==> config.mk <==
export PLATFORM = sky130hd
export DESIGN_NAME = hashed_word_feature_histogram_top
export DESIGN_NICKNAME = d
export VERILOG_FILES = /design/src/hw/rtl/hwfh_pkg.sv /design/src/hw/rtl/hashed_word_feature_histogram_top.sv /design/src/hw/rtl/hwfh_weight.sv
export SDC_FILE = /design/constraint.sdc
export NUM_CORES = 2
export LEC_CHECK = 0
export ABC_AREA = 1
export BUFFER_PORTS_ARGS = -buffer_cell sky130_fd_sc_hd__clkbuf_2
export CAP_MARGIN = 25
export CELL_PAD_IN_SITES_DETAIL_PLACEMENT = 0
export CELL_PAD_IN_SITES_GLOBAL_PLACEMENT = 2
export CORE_MARGIN = 10
export CORE_UTILIZATION = 45
export DETAILED_ROUTE_END_ITERATION = 12
export GPL_TIMING_DRIVEN = 0
export HOLD_SLACK_MARGIN = 0.12
export PLACE_DENSITY = 0.93
export SLEW_MARGIN = 25
export SYNTH_ARGS = -nofsm -noshare
export SYNTH_HDL_FRONTEND = slang
export SYNTH_SLANG_ARGS = --single-unit
==> constraint.sdc <==
create_clock -name clk -period 17.8 [get_ports clk]
set_input_delay 1.78 -clock clk [delete_from_list [all_inputs] [get_ports clk]]
set_output_delay 1.78 -clock clk [all_outputs]
set_load 0.02 [all_outputs]
==> src/hw/rtl/hwfh_pkg.sv <==
package hwfh_pkg;

  localparam int BINS = 64;
  localparam int COUNT_BITS = 16;
  localparam int BIN_BITS = (BINS > 1) ? $clog2(BINS) : 1;
  localparam int SUM_BITS = 2 * COUNT_BITS + BIN_BITS;
  localparam int W_BITS = 16;
  localparam int PROD_BITS = 2 * COUNT_BITS + 30;
  localparam int CMP_BITS = SUM_BITS + 2 * W_BITS;

  localparam logic [31:0] FNV_BASIS = 32'd2166136261;
  localparam logic [31:0] FNV_PRIME = 32'd16777619;
  localparam logic [W_BITS-1:0] W_ONE = 16'd32768;

  typedef enum logic [2:0] {
    ST_IDLE,
    ST_SUMRD,
    ST_SUMACC,
    ST_WRD,
    ST_WGO,
    ST_WSRCH,
    ST_EMIT
  } state_t;

  // true for tab, line feed, vertical tab, form feed, carriage return, space
  function automatic logic is_sep(input logic [7:0] b);
    return ((b >= 8'd9) && (b <= 8'd13)) || (b == 8'd32);
  endfunction

  function automatic logic [7:0] to_lower(input logic [7:0] b);
    return ((b >= 8'd65) && (b <= 8'd90)) ? b + 8'd32 : b;
  endfunction

endpackage

==> src/hw/rtl/hashed_word_feature_histogram_top.sv <==
// Hashed word feature histogram. Text bytes arrive as items on start/busy;
// separators (tab to carriage return, space) end words, other bytes are
// lowercased and folded into a 32-bit FNV-1a hash, and each word end bumps
// bin (hash mod 64) in a count memory, saturating at 65535. An ordinary byte
// leaves busy low; a byte that closes a word holds busy while its bin is
// read, bumped and written back. On the byte flagged end_of_text the block
// closes any open word and runs a normalisation pass with busy high: once
// any pending bump is written back, a read-and-accumulate step per bin for
// the sum of squares, then per bin a memory read, search launch, bit-serial
// weight search and emit. Each result is shown for exactly one cycle with
// out_valid and the receiver cannot stall it, so it must be taken on that
// cycle; the last result appears in the first cycle after busy drops. Bins
// are cleared as the last result goes out.
module hashed_word_feature_histogram_top (
  input  logic        clk,
  input  logic        rst,
  input  logic        start,
  output logic        busy,
  input  logic [7:0]  text_byte,
  input  logic        end_of_text,
  output logic        out_valid,
  output logic [5:0]  bin_number,
  output logic [15:0] bin_weight,
  output logic        final_bin
);

  localparam int BB = hwfh_pkg::BIN_BITS;
  localparam int CB = hwfh_pkg::COUNT_BITS;

  // counts memory, valid bits give the cleared value
  logic [CB-1:0] counts [hwfh_pkg::BINS];
  logic [hwfh_pkg::BINS-1:0] valid;
  logic [CB-1:0] rd_data;

  logic [31:0] word_hash;
  logic        inside_word;
  hwfh_pkg::state_t state, state_next;
  logic [BB-1:0] idx;
  logic [hwfh_pkg::SUM_BITS-1:0] sumsq;
  logic [CB-1:0] cur;
  logic [2*CB-1:0] cur_sq;
  logic w_go, w_done;
  logic [15:0] w_val;

  // increment pipeline: bump request then read-modify-write
  logic          inc_req;
  logic [BB-1:0] inc_bin;
  logic          inc_wr;
  logic [BB-1:0] inc_wbin;

  logic accept, sep, close_now;
  logic [7:0]  lb;
  logic [31:0] hash_next;

  assign accept = start && !busy;
  assign sep = hwfh_pkg::is_sep(text_byte);
  assign lb = hwfh_pkg::to_lower(text_byte);
  assign hash_next = (word_hash ^ {24'd0, lb}) * hwfh_pkg::FNV_PRIME;
  assign close_now = sep ? inside_word : 1'b1;

  // read port, one address chosen per cycle
  logic [BB-1:0] rd_addr;
  always_comb begin
    rd_addr = idx;
    if (inc_req) rd_addr = inc_bin;
  end
  logic rd_valid;
  always_ff @(posedge clk) begin
    rd_data  <= counts[rd_addr];
    rd_valid <= valid[rd_addr];
  end
  assign cur = rd_valid ? rd_data : '0;
  assign cur_sq = cur * cur;

  always_ff @(posedge clk) begin
    if (inc_wr && (cur != {CB{1'b1}})) counts[inc_wbin] <= cur + 1'b1;
  end

  always_ff @(posedge clk) begin
    if (rst) begin
      word_hash   <= hwfh_pkg::FNV_BASIS;
      inside_word <= 1'b0;
      inc_req     <= 1'b0;
      inc_wr      <= 1'b0;
      valid       <= '0;
    end else begin
      inc_wr   <= inc_req;
      inc_wbin <= inc_bin;
      inc_req  <= accept && (sep || end_of_text) && close_now;
      if (inc_wr) valid[inc_wbin] <= 1'b1;
      else if ((state == hwfh_pkg::ST_EMIT) && (idx == BB'(hwfh_pkg::BINS - 1))) valid <= '0;
      if (accept) begin
        if (sep || end_of_text) begin
          word_hash   <= hwfh_pkg::FNV_BASIS;
          inside_word <= 1'b0;
          inc_bin     <= sep ? word_hash[BB-1:0] : hash_next[BB-1:0];
        end else begin
          word_hash   <= hash_next;
          inside_word <= 1'b1;
        end
      end
    end
  end

  // back-to-back bumps to one bin need no read forwarding: busy holds off
  // the next byte until a pending bump is written back, so a bump read
  // sees the prior write because writes land before the next read

  always_comb begin
    state_next = state;
    unique case (state)
      hwfh_pkg::ST_IDLE:   if (accept && end_of_text) state_next = hwfh_pkg::ST_SUMRD;
      hwfh_pkg::ST_SUMRD:  if (!inc_req && !inc_wr) state_next = hwfh_pkg::ST_SUMACC;
      hwfh_pkg::ST_SUMACC:
        state_next = (idx == BB'(hwfh_pkg::BINS - 1)) ? hwfh_pkg::ST_WRD : hwfh_pkg::ST_SUMRD;
      hwfh_pkg::ST_WRD:    state_next = hwfh_pkg::ST_WGO;
      hwfh_pkg::ST_WGO:    state_next = hwfh_pkg::ST_WSRCH;
      hwfh_pkg::ST_WSRCH:  if (w_done) state_next = hwfh_pkg::ST_EMIT;
      hwfh_pkg::ST_EMIT:
        state_next = (idx == BB'(hwfh_pkg::BINS - 1)) ? hwfh_pkg::ST_IDLE : hwfh_pkg::ST_WRD;
      default:             state_next = hwfh_pkg::ST_IDLE;
    endcase
  end

  always_comb begin
    busy = (state != hwfh_pkg::ST_IDLE) || inc_req || inc_wr;
    w_go = (state == hwfh_pkg::ST_WGO);
  end

  always_ff @(posedge clk) begin
    if (rst) begin
      state     <= hwfh_pkg::ST_IDLE;
      idx       <= '0;
      out_valid <= 1'b0;
    end else begin
      state     <= state_next;
      out_valid <= (state == hwfh_pkg::ST_EMIT);
      unique case (state)
        hwfh_pkg::ST_IDLE: begin
          idx   <= '0;
          sumsq <= '0;
        end
        hwfh_pkg::ST_SUMACC: begin
          sumsq <= sumsq + hwfh_pkg::SUM_BITS'(cur_sq);
          idx   <= (idx == BB'(hwfh_pkg::BINS - 1)) ? '0 : idx + 1'b1;
        end
        hwfh_pkg::ST_WRD: ;
        hwfh_pkg::ST_WGO: ;
        hwfh_pkg::ST_WSRCH: ;
        hwfh_pkg::ST_EMIT: begin
          bin_number <= 6'(idx);
          bin_weight <= (sumsq == '0) ? 16'd0 : w_val;
          final_bin  <= (idx == BB'(hwfh_pkg::BINS - 1));
          idx        <= idx + 1'b1;
        end
        default: ;
      endcase
    end
  end

  hwfh_weight u_weight (
    .clk    (clk),
    .rst    (rst),
    .go     (w_go),
    .count  (cur),
    .sumsq  (sumsq),
    .done   (w_done),
    .weight (w_val)
  );

endmodule

==> src/hw/rtl/hwfh_weight.sv <==
// bit-serial search for floor(32768*c/sqrt(s)), one weight bit per cycle
// trial^2*s comes from running sums by shifts and adds
module hwfh_weight (
  input  logic                              clk,
  input  logic                              rst,
  input  logic                              go,
  input  logic [hwfh_pkg::COUNT_BITS-1:0]   count,
  input  logic [hwfh_pkg::SUM_BITS-1:0]     sumsq,
  output logic                              done,
  output logic [hwfh_pkg::W_BITS-1:0]       weight
);

  localparam int STEP_BITS = $clog2(hwfh_pkg::W_BITS);
  localparam int AS_BITS = hwfh_pkg::SUM_BITS + hwfh_pkg::W_BITS;

  logic [hwfh_pkg::PROD_BITS-1:0] rhs;
  logic [hwfh_pkg::W_BITS-1:0]    acc;
  logic [AS_BITS-1:0]             acc_s;
  logic [hwfh_pkg::CMP_BITS-1:0]  acc_sq_s;
  logic [STEP_BITS-1:0]           step;
  logic                           running;
  logic [hwfh_pkg::W_BITS-1:0]    trial;
  logic [hwfh_pkg::CMP_BITS-1:0]  lhs;
  logic [2*hwfh_pkg::COUNT_BITS-1:0] c_sq;

  assign c_sq = count * count;
  assign trial = acc | (hwfh_pkg::W_BITS'(1) << step);
  // shared compare: (acc + 2^k)^2 * s = acc^2*s + 2^(k+1)*acc*s + 2^(2k)*s
  assign lhs = acc_sq_s
             + ((hwfh_pkg::CMP_BITS'(acc_s) << step) << 1)
             + (hwfh_pkg::CMP_BITS'(sumsq) << {step, 1'b0});

  always_ff @(posedge clk) begin
    if (rst) begin
      running <= 1'b0;
      done    <= 1'b0;
    end else begin
      done <= running && (step == '0);
      if (go) begin
        running  <= 1'b1;
        step     <= STEP_BITS'(hwfh_pkg::W_BITS - 1);
        acc      <= '0;
        acc_s    <= '0;
        acc_sq_s <= '0;
        rhs      <= {c_sq, 30'd0};
      end else if (running) begin
        if (lhs <= hwfh_pkg::CMP_BITS'(rhs)) begin
          acc      <= trial;
          acc_s    <= acc_s + (AS_BITS'(sumsq) << step);
          acc_sq_s <= lhs;
        end
        if (step == '0) running <= 1'b0;
        else step <= step - 1'b1;
      end
    end
  end

  assign weight = acc;

endmodule

Yosys cells after proc, flatten, opt, wreduce, memory -nomap -nowiden
Memories as Yosys holds them, arrays and structs flattened. A register that Yosys moved wholly into a read port is not among the register bits.
Index checks and enable logic that the tools add are counted.

word-level totals
  logic and storage cells = 131
  output and inout port bits = 25
  bits in registers = 361
  input port bits = 12
  memories kept = 1
  memory bits (writable) = 1,024

memory list
  memory  depth  bits a word  read ports  clocked after Yosys merged registers in  wr ports  line                                     RTL
  counts  64     16           1           1                                        1         hashed_word_feature_histogram_top.sv:31  logic [CB-1:0] counts [hwfh_pkg::BINS];

operators by class
  bitwise operators = 4
  shift-type cells = 4
  $mul = 2
  order comparisons = 8
  add/sub/neg operators = 8
  reductions and logical operators = 34
  muxes and demuxes = 35
  equality and inequality tests = 13

operators by type and width
  cell                      count
  $add A70 B70 Y70          2
  $mux W70                  2
  $mux W64                  2
  $mux W54                  2
  $pmux W38 S2              1
  $le A70 B62 Y1            1
  $shl A38 B5 Y70           1
  $shl A54 B4 Y69           1
  $or A64 B64 Y64           1
  $add A54 B54 Y54          1
  $shl A38 B4 Y54           1
  $mux W16                  3
  $add A38 B32 Y38          1
  $logic_not A38 Y1         1
  $mul A16 B16 Y32          1
  $mul A32 B25 Y32 const B  1
  $mux W32                  1
  $xor A32 B8 Y32           1
  $pmux W3 S7               1
  $mux W6                   3
  $pmux W6 S3               1
  $add A16 B1 Y16 const B   1
  $ne A16 B16 Y1 const B    1
  $or A16 B16 Y16           1
  34 further kinds          76

Depth between registers and ports, before layout
  word-level depth = 8
  mapped depth = 44
  depth with buffers taken out = 41

Cells and area by module
A second synthesis with hierarchy kept.

unflattened totals
  cell total of the unflattened synthesis = 10,949
  area total of the unflattened synthesis = 91,547.8 µm²

modules (own cells, without submodules)
  module                             cells each  seq. area each (µm²)  area each (µm²)  instances
  hashed_word_feature_histogram_top  6,403       34,943.5              61,393.9         1
  hwfh_weight                        4,546       5,295.1               30,153.9         1

Worst setup path after synthesis
Ideal clock, no wire load.

  path kind = reg2reg
  from = register u_weight.step[0]
  to = register u_weight.acc_s[0] (enable)
  arrival time = 8.061 ns
  setup time = 0.505 ns
  data required time = 17.295 ns
  buffers on the path = 3
  slack = 9.234 ns
  clock period less this slack = 8.566 ns
  stages on the path, launching flop included = 40
  cells stage by stage = edfxtp_1 buf_2 inv_2 buf_2 buf_1 nand2_1 nand3_1 nand3_1 o21ai_0 inv_1 o21ai_0 fa_1 ha_1 nand2_2 inv_1 a21oi_2 nor2_1 o21ai_0 [... 4 more ...] inv_1 ha_1 nand2_1 nor2_1 nand3_1 nor2_1 nand3_1 nor2_1 nand3_1 nor2_1 nand2_1 nor2_1 nand3_1 nor2_1 nand4_1 nand2_1 nand2_1 nand2_1

between the ends
  word-level cells in the longest chain between the ends = 6
  elaborated cells between the ends (all ways) = 7
  classes of those cells = add/sub (2); order compare (1); shift (2); reduce/logical (2)

ends and longest elaborated chain
  element                                line               RTL
  from (decl)                            hwfh_weight.sv:20  logic [STEP_BITS-1:0] step;
  from (signal assigned)                 hwfh_weight.sv:41  step <= STEP_BITS'(hwfh_pkg::W_BITS - 1);
  from (signal assigned)                 hwfh_weight.sv:53  else step <= step - 1'b1;
  $shl A54 B4 Y69                        hwfh_weight.sv:30  + ((hwfh_pkg::CMP_BITS'(acc_s) << step) << 1)
  $add A70 B70 Y70                       hwfh_weight.sv:30
  $add A70 B70 Y70 *                     hwfh_weight.sv:31  + (hwfh_pkg::CMP_BITS'(sumsq) << {step, 1'b0});
  named net u_weight.lhs (one bit)       hwfh_weight.sv:23  logic [hwfh_pkg::CMP_BITS-1:0] lhs;
  $le A70 B62 Y1 *                       hwfh_weight.sv:47  if (lhs <= hwfh_pkg::CMP_BITS'(rhs)) begin
  $reduce_bool A2 Y1 (no source line) *  --
  $reduce_and A3 Y1 (no source line) *   --
  to (signal assigned)                   hwfh_weight.sv:49  acc_s <= acc_s + (AS_BITS'(sumsq) << step);
  to (decl)                              hwfh_weight.sv:18  logic [AS_BITS-1:0] acc_s;

The timed path passes the listed nets; every way through them passes the cells marked *.
A chain may end at the register's enable or synchronous reset.

Worst setup path after layout
  from = register u_weight.step[3]
  to = register u_weight.acc_s[49] (enable)

Same word-level chain as after synthesis.

==> metrics.md <==
| Metric | Value |
|---|---|
| Clock buffer depth | `3` |
| Met1 usage | `0.408` |
| Root Driver | `clkbuf_16` |
| Worst-path clk slew | `0.06 ns` |
| Drt initial violations | `8659` |
| FILL cells | `16200` |
| Die Wd | `440 microns` |
| Post-synth EDFFs | `1272` |
| Setup Skew | `0.0664 ns` |
| Synth Cell Area | `79400 sq um` |
| Die area | `194000 sq um` |
| Switching portion of total power | `0.329` |
| # H-tree levels | `4` |
| Yosys warnings | `0` |
| Synth area leaders | `edfxtp_1, nand2_1, o21ai_0` |
| Combinational power share | `0.250` |
| Die Y | `440 microns` |
| Worst path most repeated cell | `nand2_1` |
| Flop pwr share | `0.401` |
| Vias | `68400` |
| Cell count along the critical path | `44` |
| Met2 Resource Use GR | `0.553` |
| Synth Area in Simple Gates | `0.162` |
| Synth Flop Type | `edfxtp_1` |
| Initial antenna violation count | `9` |
| Setup slack, reg-to-reg | `6.75 ns` |
| Most Crowded Layer GR | `met2` |
| PD cells | `101 nW/um^2` |
| Combinational family with the most area after synthesis | `simple AND/OR/NAND/NOR gates` |
| Startpoint Class | `register` |
| First-pass GRT wire length | `472000 microns` |
| Buf/Inv on CP | `12` |
| Clk_lat worst skew | `0.81 ns` |
| Setup bufs post-CTS | `0` |
| HP Start | `u_weight.running$_SDFF_PP0_` |
| Setup_tns | `0 ns` |
| Area Overhead vs Synth | `14.5%` |
| Row count | `154` |
| Post-synthesis xor/xnor area fraction | `0.0120` |
| GRT met3 Usage | `0.0683` |
| CTS tree | `built` |
| Synth unique cells | `68` |
| Worst Hold End | `u_weight.done$_SDFF_PP0_` |
| FMAX | `0.0905 GHz` |
| Post-synth top cells | `nand2_1, edfxtp_1, nor2_1` |
| Slew Viols, Final | `0` |
| Grt ovf | `0` |
| FF+latch count, synth | `1374` |
| Starting Density | `0.452` |
| DR pass1 iterations | `8` |
| Minimum clock period | `11.05 ns` |
| Critical path class | `register to register` |
| IO Port Bufs | `36` |
| Hold WC Path Type | `register to register` |
| Setup-failing EPs final | `0` |
| Routability cong. | `1.09` |
| Seq/Total Area, Yosys | `0.507` |
| Worst slew margin | `0.195` |
| Critical path endpoint category | `register` |
| Status | `finished clean` |
| Vias per inst | `6.04` |
| Top delay family on crit path | `simple AND/OR/NAND/NOR gates` |
| Max cap viols | `0` |
| Largest net degree at the start of global routing | `50` |
| Yosys top cell area share | `0.481` |
| Largest area contributor in the netlist | `edfxtp_1` |
| Routed length per instance | `29.7 microns` |
| Internal power | `6140 uW` |
| Core outline area | `176000 sq um` |
| CP max-delay cell | `clkbuf_1` |
| RR Endpoint | `u_weight.acc_s[49]$_SDFFCE_PP0P_` |
| Post-DP HPWL | `263000 microns` |
| Net Sw Power | `3000 uW` |
| FF-to-FF Start | `u_weight.step[3]$_SDFFCE_PP1P_` |
| Largest stage delay on the critical path | `0.88 ns` |
| Ports | `37` |
| Final ANT Viol Nets | `0` |
| Post-Route WL | `336000 microns` |
| Syn Inst Count | `8509` |
| VDD IR-drop max | `95.7 uV` |
| Cts repair resizes | `0` |
| Min Hold Slack | `0.448 ns` |
| GRT Overall Usage | `0.338` |
| Syn_area_per_cell | `9.33 sq um` |
| Worst-margin pin slew | `1.21 ns` |
| R2R cell count | `44` |
| Synth Area in Compound Gates | `0.147` |
| Endpoints failing hold | `0` |
| DR DRC count | `0` |
| Fin crit share | `0.621` |
| Most frequent cell after synthesis | `nand2_1` |
| P_leak | `0.0356 uW` |
| Clk sinks | `1374` |
| Clock group share of total power | `0.350` |
| Signal arrival time at the worst endpoint | `11.53 ns` |
| Vias in the first global route | `65900` |
| Number of hold buffers added after CTS | `0` |
| Mux share of post-synthesis cell area | `0.00101` |
| NumNets Final | `9403` |
| Async SR Flop Fraction | `0` |
| CP Max Fanout | `39` |
| Total CTS buffers | `148` |
| Worst hold path depth | `2` |
| Layout cells sized above 1 | `0.0754` |
| Post-Synth Adder-Cell Area | `0.106` |
| RSZ-0062 raised after global routing | `false` |
| Worst path required time | `18.28 ns` |
| Synth Net Count | `9056` |
## metal layers
layer / wire [microns] / part of all wire
met5: 70 / 0.00021
met4: 26700 / 0.080
met3: 30900 / 0.092
met2: 156000 / 0.46
met1: 123000 / 0.36
## layout make-up
cell class / count / area (sq um) / area share
Multi-Input combinational cell: 5800 / 34700 / 0.382
Antenna cell: 2 / 5.00 / 0.0000551
Sequential cell: 1374 / 40200 / 0.443
Clock buffer: 200 / 4110 / 0.0452
Tap cell: 2340 / 2930 / 0.0322
Inverter: 936 / 3520 / 0.0387
Timing Repair Buffer: 197 / 2830 / 0.0311
Buffer: 399 / 1600 / 0.0176
Clock inverter: 69 / 940 / 0.0103
## through the flow
stage / power, uW / setup WS (ns) / utilization / instances / cell area [sq um]
floorplan: 5100 / 9.23 / - / 8509 / 79400
global placement: 5890 / 2.85 / 0.469 / 10900 / 82500
detailed placement: 5960 / 6.84 / 0.488 / 11000 / 85800
CTS: 9120 / 6.80 / 0.517 / 11300 / 90900
global route: 9510 / 6.34 / 0.517 / 11300 / 90900
finish: 9150 / 6.75 / 0.517 / 11300 / 90900
## flip-flops by register name (all words and copies together) (netlist names), 4 cells and up
name,flops
u_weight.step,4
counts,1024
bin_number,6
sumsq,38
bin_weight,16
inc_bin,6
idx,6
rd_data,16
valid,64
u_weight.rhs,31
u_weight.acc_s,54
word_hash,6
u_weight.weight,16
inc_wbin,6
u_weight.acc_sq_s,70
## cells by family after synthesis
logic type	Yosys count
adders and majority gates	535
buffers and inverters	1335
and+or+nand+nor	3130
muxes	8
AOI/OAI and AO/OA	2021
xor gates and xnor gates	106
DFF	1374
## placed cells by master, fill, tap and decap left out, drive strengths merged, types with 5 or more instances in the layout
cell type / count
a211oi: 6
a21boi: 10
a21o: 24
a21oi: 421
a221oi: 5
a31oi: 56
and2: 8
and3: 8
buf: 267
bufinv: 13
clkbuf: 529
clkinv: 59
dfxtp: 102
edfxtp: 1272
fa: 233
ha: 302
inv: 933
mux2i: 8
nand2: 1422
nand3: 381
nand3b: 9
nand4: 32
nor2: 1136
nor3: 97
nor3b: 6
nor4: 22
o211ai: 147
o21a: 26
o21ai: 998
o21bai: 26
o221ai: 134
o22ai: 145
o311ai: 5
o31ai: 6
or2: 7
xnor2: 37
xor2: 69
## tightest hold or removal path, cell delays in order, from the launching register on
cell,delay (ns)
dfxtp_1,0.29
inv_1,0.06
nor3_1,0.05
## worst max path at each step
stage                                   start                               end  slack (ns)
3_3_place_gp   u_weight.step[3]$_SDFFCE_PP1P_  u_weight.acc_s[51]$_SDFFCE_PP0P_        2.85
2_1_floorplan  u_weight.step[0]$_SDFFCE_PP1P_   u_weight.acc_s[0]$_SDFFCE_PP0P_        9.23
6_report       u_weight.step[3]$_SDFFCE_PP1P_  u_weight.acc_s[49]$_SDFFCE_PP0P_        6.75
3_5_place_dp   u_weight.step[3]$_SDFFCE_PP1P_  u_weight.weight[8]$_SDFFCE_PP0P_        6.84
5_1_grt        u_weight.step[0]$_SDFFCE_PP1P_  u_weight.acc_s[49]$_SDFFCE_PP0P_        6.34
4_1_cts        u_weight.step[3]$_SDFFCE_PP1P_  u_weight.acc_s[49]$_SDFFCE_PP0P_        6.80
## power by group through the flow
stage          combinational, uW  clock, uW  sequential (uW)
2_1_floorplan               1380          0             3720
3_3_place_gp                2130          0             3760
3_5_place_dp                2230          0             3730
4_1_cts                     2250       3210             3660
5_1_grt                     2490       3360             3660
6_report                    2280       3200             3670
Power figures use the tool's default switching activity.
